File: config.mk
export PLATFORM = sky130hd
export DESIGN_NAME = float_fixed_sign_magnitude_convert
export DESIGN_NICKNAME = d
export VERILOG_FILES = /design/src/hdl/ffsm_pkg.sv /design/src/hdl/float_fixed_sign_magnitude_convert.sv /design/src/hdl/ffsm_core.sv
export SDC_FILE = /design/constraint.sdc
export NUM_CORES = 1
export LEC_CHECK = 0
export BUFFER_PORTS_ARGS = -buffer_cell sky130_fd_sc_hd__buf_2
export CAP_MARGIN = 20
export CORE_MARGIN = 1.5
export CORE_UTILIZATION = 40
export DETAILED_ROUTE_END_ITERATION = 7
export PLACE_DENSITY = 0.62
export SYNTH_ARGS = -nofsm -noshare
export SYNTH_HDL_FRONTEND = slang
export SYNTH_SLANG_ARGS = --single-unit
File: constraint.sdc
create_clock -name clk_i -period 4.7 [get_ports clk_i]
set_clock_uncertainty 0.2 [all_clocks]
set_input_delay 0.94 -clock clk_i [delete_from_list [all_inputs] [get_ports clk_i]]
set_output_delay 0.94 -clock clk_i [all_outputs]
set_load 0.02 [all_outputs]
File: src/hdl/ffsm_pkg.sv
// Package with kinds and constants of the float/fixed converter.
`timescale 1ns / 1ps
package ffsm_pkg;
  localparam int unsigned FracBitsDefault = 8;
  localparam logic [31:0] MagMax = 32'h7FFF_FFFF;

  typedef enum logic [1:0] {
    KIND_F2X = 2'd0,
    KIND_I2X = 2'd1,
    KIND_X2F = 2'd2,
    KIND_X2I = 2'd3
  } kind_e;

  typedef struct packed {
    logic [31:0] result;
    logic        overflow;
  } res_t;
endpackage

File: src/hdl/float_fixed_sign_magnitude_convert.sv
// Top level of the float/int/fixed sign-magnitude converter.
// Channel | Dir | tdata (low bit up)           | tuser
// s_axis  | in  | operand[31:0]                | kind[1:0]
// m_axis  | out | result[31:0]                 | overflow
// One word per cycle while tready is high; the result is registered before it is offered.
// The conversion sits between the input handshake and a result register,
// with a one-word skid stage in front of that register that takes one more word when the output
// stalls; tready is low while the skid word is held.
// Reset clears the valid flags only.
`timescale 1ns / 1ps
module float_fixed_sign_magnitude_convert #(
  parameter int unsigned FRAC_BITS = ffsm_pkg::FracBitsDefault
) (
  input  logic        clk_i,
  input  logic        rst_ni,
  input  logic        s_axis_tvalid_i,
  output logic        s_axis_tready_o,
  input  logic [31:0] s_axis_tdata_i,   // operand[31:0]
  input  logic [1:0]  s_axis_tuser_i,   // kind[1:0]
  output logic        m_axis_tvalid_o,
  input  logic        m_axis_tready_i,
  output logic [31:0] m_axis_tdata_o,   // result[31:0]
  output logic        m_axis_tuser_o    // overflow
);
  import ffsm_pkg::*;

  res_t core_res;
  res_t out_q, out_d, skid_q;
  logic out_vld_q, skid_vld_q;

  // Conversion logic.
  ffsm_core #(.FRAC_BITS(FRAC_BITS)) u_core (
    .kind_i(kind_e'(s_axis_tuser_i)),
    .operand_i(s_axis_tdata_i),
    .res_o(core_res)
  );

  assign s_axis_tready_o = !skid_vld_q;
  wire acc = s_axis_tvalid_i && s_axis_tready_o;
  wire pop = out_vld_q && m_axis_tready_i;

  assign out_d = skid_vld_q ? skid_q : core_res;

  // Output register with skid word.
  always_ff @(posedge clk_i or negedge rst_ni) begin
    if (!rst_ni) begin
      out_vld_q <= 1'b0;
      skid_vld_q <= 1'b0;
    end else begin
      if (!out_vld_q || pop) begin
        out_vld_q <= acc || skid_vld_q;
        skid_vld_q <= skid_vld_q && acc;
      end else if (acc) begin
        skid_vld_q <= 1'b1;
      end
    end
  end

  always_ff @(posedge clk_i) begin
    if (!out_vld_q || pop) begin
      out_q <= out_d;
      if (skid_vld_q) skid_q <= core_res;
    end else if (acc) begin
      skid_q <= core_res;
    end
  end

  assign m_axis_tvalid_o = out_vld_q;
  assign m_axis_tdata_o = out_q.result;
  assign m_axis_tuser_o = out_q.overflow;
endmodule

File: src/hdl/ffsm_core.sv
// Combinational conversion of one word for all four kinds.
`timescale 1ns / 1ps
module ffsm_core #(
  parameter int unsigned FRAC_BITS = ffsm_pkg::FracBitsDefault
) (
  input  ffsm_pkg::kind_e kind_i,
  input  logic [31:0]     operand_i,
  output ffsm_pkg::res_t  res_o
);
  import ffsm_pkg::*;

  localparam logic [8:0] FbW = 9'(FRAC_BITS);

  // Float to fixed.
  logic [31:0] f2x_r;
  logic        f2x_ov;
  logic [7:0]  fe;
  logic [23:0] fm;
  logic [9:0]  fs;  // shift ex - 23 + FRAC_BITS, signed
  logic [62:0] fsh;
  always_comb begin
    fe = operand_i[30:23];
    fm = (fe == 8'd0) ? {1'b0, operand_i[22:0]} : {1'b1, operand_i[22:0]};
    fs = (fe == 8'd0) ? (10'd0 - 10'd149 + 10'(FbW))
                      : (10'(fe) - 10'd150 + 10'(FbW));
    fsh = '0;
    f2x_ov = 1'b0;
    if (!fs[9]) begin
      if (fs > 10'd31) f2x_ov = 1'b1;
      else fsh = 63'(fm) << fs[4:0];
    end else if ((10'd0 - fs) < 10'd63) begin
      fsh = 63'(fm) >> (10'd0 - fs);
    end
    if (fsh > 63'(MagMax)) f2x_ov = 1'b1;
    if (fe == 8'hFF) f2x_ov = 1'b1;
    if (operand_i[30:0] == 31'd0) begin
      f2x_r = '0;
      f2x_ov = 1'b0;
    end else if (f2x_ov) begin
      f2x_r = {operand_i[31], MagMax[30:0]};
    end else begin
      f2x_r = {operand_i[31], fsh[30:0]};
    end
  end

  // Int to fixed.
  logic [31:0] i2x_r;
  logic        i2x_ov;
  logic [31:0] ia;
  logic [63:0] ish;
  always_comb begin
    ia = operand_i[31] ? (~operand_i + 32'd1) : operand_i;
    ish = 64'(ia) << FRAC_BITS;
    i2x_ov = (ish > 64'(MagMax));
    if (operand_i == 32'd0) i2x_r = '0;
    else if (i2x_ov) i2x_r = {operand_i[31], MagMax[30:0]};
    else i2x_r = {operand_i[31], ish[30:0]};
  end

  // Fixed to float, round to nearest even.
  logic [31:0] x2f_r;
  logic [30:0] mag;
  logic [4:0]  p;
  logic [4:0]  d;
  logic [30:0] rem;
  logic [30:0] half;
  logic [24:0] mant;
  logic [5:0]  pp;
  logic [7:0]  expo;
  always_comb begin
    mag = operand_i[30:0];
    p = '0;
    for (int i = 0; i < 31; i++) begin
      if (mag[i]) p = 5'(i);
    end
    d = '0;
    rem = '0;
    half = '0;
    pp = 6'(p);
    if (p <= 5'd23) begin
      mant = 25'(mag << (5'd23 - p));
    end else begin
      d = p - 5'd23;
      rem = mag & ((31'd1 << d) - 31'd1);
      half = 31'd1 << (d - 5'd1);
      mant = 25'(mag >> d);
      if (rem > half || (rem == half && mant[0])) mant = mant + 25'd1;
      if (mant[24]) begin
        mant = mant >> 1;
        pp = pp + 6'd1;
      end
    end
    expo = 8'(pp) - 8'(FbW) + 8'd127;
    if (mag == 31'd0) x2f_r = {operand_i[31], 31'd0};
    else x2f_r = {operand_i[31], expo, mant[22:0]};
  end

  // Fixed to int.
  logic [31:0] ip;
  always_comb begin
    ip = {1'b0, operand_i[30:0]} >> FRAC_BITS;
    if (operand_i[31]) ip = ~ip + 32'd1;
  end

  // Select by kind.
  always_comb begin
    unique case (kind_i)
      KIND_F2X: res_o = '{result: f2x_r, overflow: f2x_ov};
      KIND_I2X: res_o = '{result: i2x_r, overflow: i2x_ov};
      KIND_X2F: res_o = '{result: x2f_r, overflow: 1'b0};
      default:  res_o = '{result: ip, overflow: 1'b0};
    endcase
  end
endmodule

==> summary.txt, run 1 <==
Clocking
  • Worst skew pair latency: ~0.33 ns
  • Longest Clk Path Bufs: 2
  • CTS root buf: clkbuf_16
  • CTS tree: built
  • CTS buffer count: 9
  • H-tree levels: 3
  • Post-CTS Hold Fix Bufs: 0
  • Clock transition at path regs: 0.05 ns
  • # clock sinks: ~70

Floorplan
  • Die outline width: 193 um
  • Core Area: 35600 sq um
  • Top-Level Pins: 73
  • Die area: about 37000 sq um
  • Initial Utilization: 40.6%
  • Core Rows: between 60 and 70
  • Die H: around 190 um

Synth
  • Post-synth EDFFs: 66
  • Share of the synthesized area in the top cell type: 13.7%
  • Avg Cell Area, Syn: 7.24 sq um
  • Syn nets: 2085
  • Post-synthesis register bit count: 68
  • Synthesized instance count: 1995
  • Cell variety after synth: 100
  • Post-synth top flop: edfxtp_1
  • Synth async-reset ratio: 2.94%
  • Leading area contributor after synthesis: edfxtp_1
  • Yosys Warn Count: 0
  • Post-synthesis sequential area ratio: 14.1%
  • Post-Syn Area: 14400 sq um
  • Top cells by area, synth: edfxtp_1, mux2i_1, nand2_1

Cells and area
  • # fillers: 3191
  • Non-Filler Instances: around 3100
  • Nets: 2740
  • Final core occ: 62.8%
  • Area grow syn2layout: 54.6%
  • Share of cells above drive strength 1: 42.1%
  • Diode count: 0

Job
  • Max_cap viols: 0

Power and ir drop
  • Psw: 2.44 mW
  • Net Sw Frac: 44.8%
  • Pwr Density: 244 nW/um^2
  • Leak: 9.62 nW
  • Share of power burned in registers: 14.8%
  • Total Power: 5.44 mW
  • Maximum VDD drop: about 0.37 mV
  • Clock share of power: 12.4%
  • Internal power: 3.01 mW
  • Combinational share of power: approximately 73%

Timing
  • Period Utilization, post-route: 161%
  • Final setup fails: 62
  • Fin worst setup slack: -2.89 ns
  • Setup TNS Final: -160.74 ns
  • Slew Limit Headroom: between 20% and 30%
  • Max Slew Vio Count: 0
  • Hold WS: ~0.19 ns
  • Final min period: 7.59 ns
  • Worst-Margin Slew: 1.15 ns
  • Final Hold Vio Count: 0
  • RSZ-0062 raised after global routing: yes
  • Max Clk Rate: ~130 MHz

Placement
  • Port Buffer Count: 72
  • DP HPWL: 61000 um
  • RD Place Congestion: around 1.0
  • Placed insts: between 2000 and 3000

Detailed routing
  • Mean routed wirelength per cell: between 20 and 30 um
  • Vias per inst: 6.45
  • Routed via count: 20100
  • Post-route ant nets: 0
  • Remaining routing DRC violations: 1
  • Initial drt markers: 2571
  • Drt pass-1 iters: 8
  • Post-Route WL: roughly 81000 um

GRT
  • Global-route wire length before repair: 116000 um
  • Initial antenna violation count: 1
  • Largest net degree at the start of global routing: 48
  • Overall Global Routing Usage: 41.4%
  • Total gr overflow: 0
  • Vias in the first global route: 18500

Worst setup path
  • WP data required: 4.58 ns
  • Critical path class: in -> reg
  • CP Data Arrival Time: 7.47 ns
  • Most numerous cell on the critical path: buf_4
  • Max FO, Critical Path: 19
  • Worst Setup Start Kind: input pin
  • Slowest cell on crit path: a31oi_4
  • Critical Path Max Stage Delay: 0.34 ns
  • Nature of the critical path endpoint: flop
  • Kind of cell adding the most delay to the critical path: buffers and inverters
  • Bufs and invs on worst path: 26

Status
  • Status: finished, violations left
  • Failing checks: DRC, setup timing

Min path
  • Type of the tightest min-delay check: in -> async
-- metal layers --
metal,up-vias,routed length [um],global-route usage [%]
met5,-,13,0
met1,9489,31900,55.0
met3,319,9150,9.01
li1,8816,-,-
met4,2,4950,20.1
met2,1470,34600,63.5
-- cells in the mapped netlist (all sizes together), types with 48 or more instances --
master,n
a21oi,137
xnor2,58
mux2i,157
nand2,268
edfxtp,66
nor2,182
nor3,50
clkbuf,136
o22ai,48
nand3,72
o21ai,136
ha,52
-- cells by family (layout without fill, tap and decap cells) --
logic type	after synthesis	after routing	synth area share (%)
xor+xnor	86	86	5.45
mux	217	217	17.4
fa+ha+maj	52	52	4.51
compound gates	614	614	28.6
simple gates	742	742	24.0
flops	68	68	14.1
buf+inv	216	876	5.99
-- worst paths after layout --
kind	start	to	slack (ns)	cells after the start
max	s_axis_tdata_i[21]	m_axis_tdata_o[27]	-2.89	43
max in group asynchronous	rst_ni	skid_vld_q	4.02	1
min in group clk_i	skid_q[3]	m_axis_tdata_o[2]	0.32	2
max reg2reg	skid_vld_q	skid_q[32]	2.01	5
min	rst_ni	m_axis_tvalid_o	0.19	1
min reg2reg	skid_q[3]	m_axis_tdata_o[2]	0.32	2
-- stage by stage --
| step | instance area [sq um] | setup slack (ns) |
|---|---|---|
| 5_1_grt | 22300 | -3.12 |
| 6_report | 22300 | -2.89 |
| 4_1_cts | 21500 | -2.73 |
| 3_5_place_dp | 19900 | -3.55 |
| 2_1_floorplan | 14800 | -3.94 |
| 3_3_place_gp | 19900 | -3.35 |
-- final cells by class --
| type | count | area [sq um] | share of cell area [%] |
|---|---|---|---|
| Sequential cell | 68 | 2030 | 9.10 |
| Clock inverter | 4 | 50.0 | 0.224 |
| Timing Repair Buffer | 823 | 6390 | 28.6 |
| Multi-Input combinational cell | 1711 | 12900 | 57.7 |
| Tap cell | 461 | 577 | 2.58 |
| Clock buffer | 12 | 246 | 1.10 |
| Inverter | 37 | 144 | 0.645 |
-- what timing repair did --
action	4_1_cts	5_1_grt
endpoints found under the hold margin	0	0
gates cloned	3	0
setup endpoints to repair	62	63
pin swaps	51	56
setup buffers	89	21
gates resized for setup	134	131
-- state kept, by name, indices dropped and copies added (netlist names) --
| signal | cells |
|---|---|
| skid_q | 33 |
| m_axis_tuser_o | 1 |
| m_axis_tdata_o | 32 |
| m_axis_tvalid_o | 1 |
| skid_vld_q | 1 |
-- worst register-to-register path: cells and delay by family (launching register included) --
family	cells	cell delay, ns
and+or+nand+nor	1	0.18
DFF	1	0.65
buffers and inverters	3	0.82
AOI/OAI and AO/OA	1	0.54
-- placed cells by master (no fill, tap or decap), types with 18 or more instances in the layout --
cell type  Yosys  routed
buf_4          2     702
nand2_1      268     254
nor2_1       181     166
mux2i_1      157     149
a21oi_1      136     121
o21ai_0      129     100
edfxtp_1      66      66
nand3_1       72      64
buf_2         12      64
o22ai_1       48      45
ha_1          52      45
xnor2_1       55      43
nor3_1        48      41
buf_6          4      40
a211oi_1      36      32
inv_1         28      25
nand2b_1      28      23
nand4_1       23      23
mux4_2        23      23
o211ai_1      22      22
xor2_1        28      22
mux2_2        37      19
a21o_1        18      18
mux2_4         0      18
-- power by group through the flow --
stage | clock network [mW] | logic, mW | registers, mW
6_report | 0.673 | 3.96 | 0.806
5_1_grt | 0.700 | 4.14 | 0.816
4_1_cts | 0.674 | 3.62 | 0.807
3_5_place_dp | 0 | 3.32 | 0.817
3_3_place_gp | 0 | 3.30 | 0.813
2_1_floorplan | 0 | 1.74 | 0.873
(Power assumes the default switching activity.)
==> run 2: changes to the inputs <==
- SETUP_SLACK_MARGIN: default -> 0.1
==> summary.txt, run 2 (synthesis gave the netlist of run 1 again) <==
Cells and area
  • # fillers: 3162
  • Most frequent cells in the layout: buf_4, nand2_1, nor2_1
  • Nets: 2732
  • Commonest non-fill, non-tap cell in the layout: buf_4
  • Register area: a little over 2000 sq um
  • Area grow syn2layout: 54.6%
  • Max reg flops: 33
  • Top reg by flops: skid_q
  • Non-Filler Instances: 3109
  • Area of the multi-input gates: 13000 sq um
  • Share of cells above drive strength 1: 42.6%

Timing
  • Final setup fails: 63
  • Final min period: 7.66 ns
  • Period Utilization, post-route: 163%
  • Setup TNS Final: -164.48 ns
  • Fin worst setup slack: -2.96 ns
  • Max Slew Vio Count: 0
  • Final Hold Vio Count: 0
  • Worst-Margin Slew: 0.935 ns
  • Slew Limit Headroom: 37.7%
  • RSZ-0062 raised after global routing: yes
  • Max Clk Rate: 131 MHz

Clocking
  • CTS buffer count: 9
  • Clock transition at path regs: approximately 0.05 ns
  • Worst skew pair latency: approximately 0.33 ns
  • Post-CTS Hold Fix Bufs: 0
  • H-tree levels: 3
  • Longest Clk Path Bufs: 2
  • # clock sinks: between 60 and 70
  • CTS tree: built
  • CTS root buf: clkbuf_16

Power and ir drop
  • Share of power burned in registers: around 15%
  • Pwr Density: 244 nW/um^2
  • Leak: roughly 9.6 nW
  • Maximum VDD drop: 0.372 mV
  • Internal power: 2.99 mW
  • Net Sw Frac: a little under half
  • Combinational share of power: ~73%
  • Clock share of power: 12.2%
  • Psw: about 2.5 mW

GRT
  • Vias in the first global route: 18500
  • Initial antenna violation count: 2
  • Total gr overflow: 0
  • Global-route wire length before repair: 117000 um
  • Overall Global Routing Usage: a little over two fifths
  • Largest net degree at the start of global routing: 53

Floorplan
  • Die H: about 190 um
  • Die outline width: 193 um
  • Top-Level Pins: 73
  • Die area: 37200 sq um
  • Core Area: 35600 sq um
  • Core Rows: 69
  • Initial Utilization: 40.6%

Status
  • Failing checks: setup timing
  • Status: finished, violations left

Worst setup path
  • Slowest cell on crit path: or3b_4
  • Worst Setup Start Kind: input pin
  • Critical path class: in -> reg
  • WP data required: 4.58 ns
  • Max FO, Critical Path: 4
  • Nature of the critical path endpoint: flop
  • CP Data Arrival Time: about 7.5 ns
  • Most numerous cell on the critical path: buf_4
  • Kind of cell adding the most delay to the critical path: compound AO/OA/AOI/OAI gates
  • Critical Path Max Stage Delay: between 0.4 and 0.5 ns
  • Bufs and invs on worst path: 6

Detailed routing
  • Drt pass-1 iters: 7
  • Mean routed wirelength per cell: between 20 and 30 um
  • Post-route ant nets: 0
  • Remaining routing DRC violations: 0
  • Initial drt markers: 2758
  • Post-Route WL: 80800 um
  • Routed via count: 19900
  • Vias per inst: between 6 and 7

Min path
  • Type of the tightest min-delay check: in -> async

Job
  • Max_cap viols: 0

Placement
  • DP HPWL: 61500 um
  • RD Place Congestion: 1.03
  • Port Buffer Count: 72
  • Placed insts: roughly 3000
==> run 2: cell count changes in the layout (fill, tap and decap cells not counted), moves of 4 or more <==
| cell | delta |
|---|---|
| a21oi_1 | -4 |
| nor3_1 | -4 |
| xnor2_1 | +6 |
| buf_12 | -5 |
| inv_2 | +5 |
| xnor2_2 | -5 |
| buf_6 | +12 |
| buf_4 | -15 |
==> run 2: area by class of cell <==
| type | instances | share of cell area (%) |
|---|---|---|
| timing repair buffer | 815 | 28.3 |
| tap | 461 | 2.58 |
| clock buffer | 9 | 1.01 |
| multi-input combinational | 1711 | 58.0 |
| inverter | 37 | 0.633 |
| antenna | 1 | 0.0112 |
| clock inverter | 7 | 0.336 |
| sequential | 68 | 9.10 |
==> run 2: power by group through the flow <==
| stage | Clock (mW) | Sequential, mW | Combinational (mW) |
|---|---|---|---|
| 5_1_grt | 0.700 | 0.816 | 4.16 |
| 3_3_place_gp | 0 | 0.814 | 3.29 |
| 4_1_cts | 0.673 | 0.807 | 3.67 |
| 3_5_place_dp | 0 | 0.817 | 3.31 |
| 6_report | 0.665 | 0.806 | 3.97 |
| 2_1_floorplan | 0 | 0.873 | 1.74 |
==> run 2: worst reg2reg max path: stages (launching register included) <==
cell,delay [ns]
dfrtp_1,0.36
nand2b_2,0.51
o21ai_4,0.72
buf_16,0.24
==> run 2: stage by stage <==
step / setup WS (ns) / util (%) / instance area [sq um] / power (mW) / hold WS [ns]
finish: -2.96 / 62.8 / 22300 / 5.45 / 0.186
global route: -3.19 / 62.8 / 22300 / 5.68 / 0.186
CTS: -2.64 / 60.6 / 21500 / 5.15 / 0.178
detailed placement: -3.35 / 55.7 / 19800 / 4.13 / 0.316
global placement: -3.19 / 55.7 / 19800 / 4.10 / 0.315
floorplan: -3.94 / - / 14800 / 2.61 / 0.298
==> run 2: worst paths after layout <==
kind	startpoint	endpoint	slack, ns	cells after the start
max	s_axis_tdata_i[14]	m_axis_tdata_o[27]	-2.96	38
min	rst_ni	m_axis_tvalid_o	0.19	1
max reg2reg	m_axis_tvalid_o	skid_q[2]	2.37	3
min reg2reg	skid_q[24]	m_axis_tdata_o[23]	0.35	1
max in group asynchronous	rst_ni	skid_vld_q	4.02	1
min in group clk_i	skid_q[24]	m_axis_tdata_o[23]	0.35	1
==> run 2: routing by layer <==
layer / global-route usage (%) / up-vias / part of all wire (%)
met4: 17.4 / 0 / 5.5
met1: 57.3 / 9430 / 40
met3: 8.38 / 278 / 11
met2: 64.3 / 1390 / 43
li1: - / 8811 / -
met5: 0 / - / 0
==> run 2: what timing repair did <==
action / CTS / global route
buffers inserted: 74 / 27
gates cloned: 2 / 1
pin swaps: 74 / 84
setup endpoints to repair: 63 / 63
resized for setup: 189 / 118
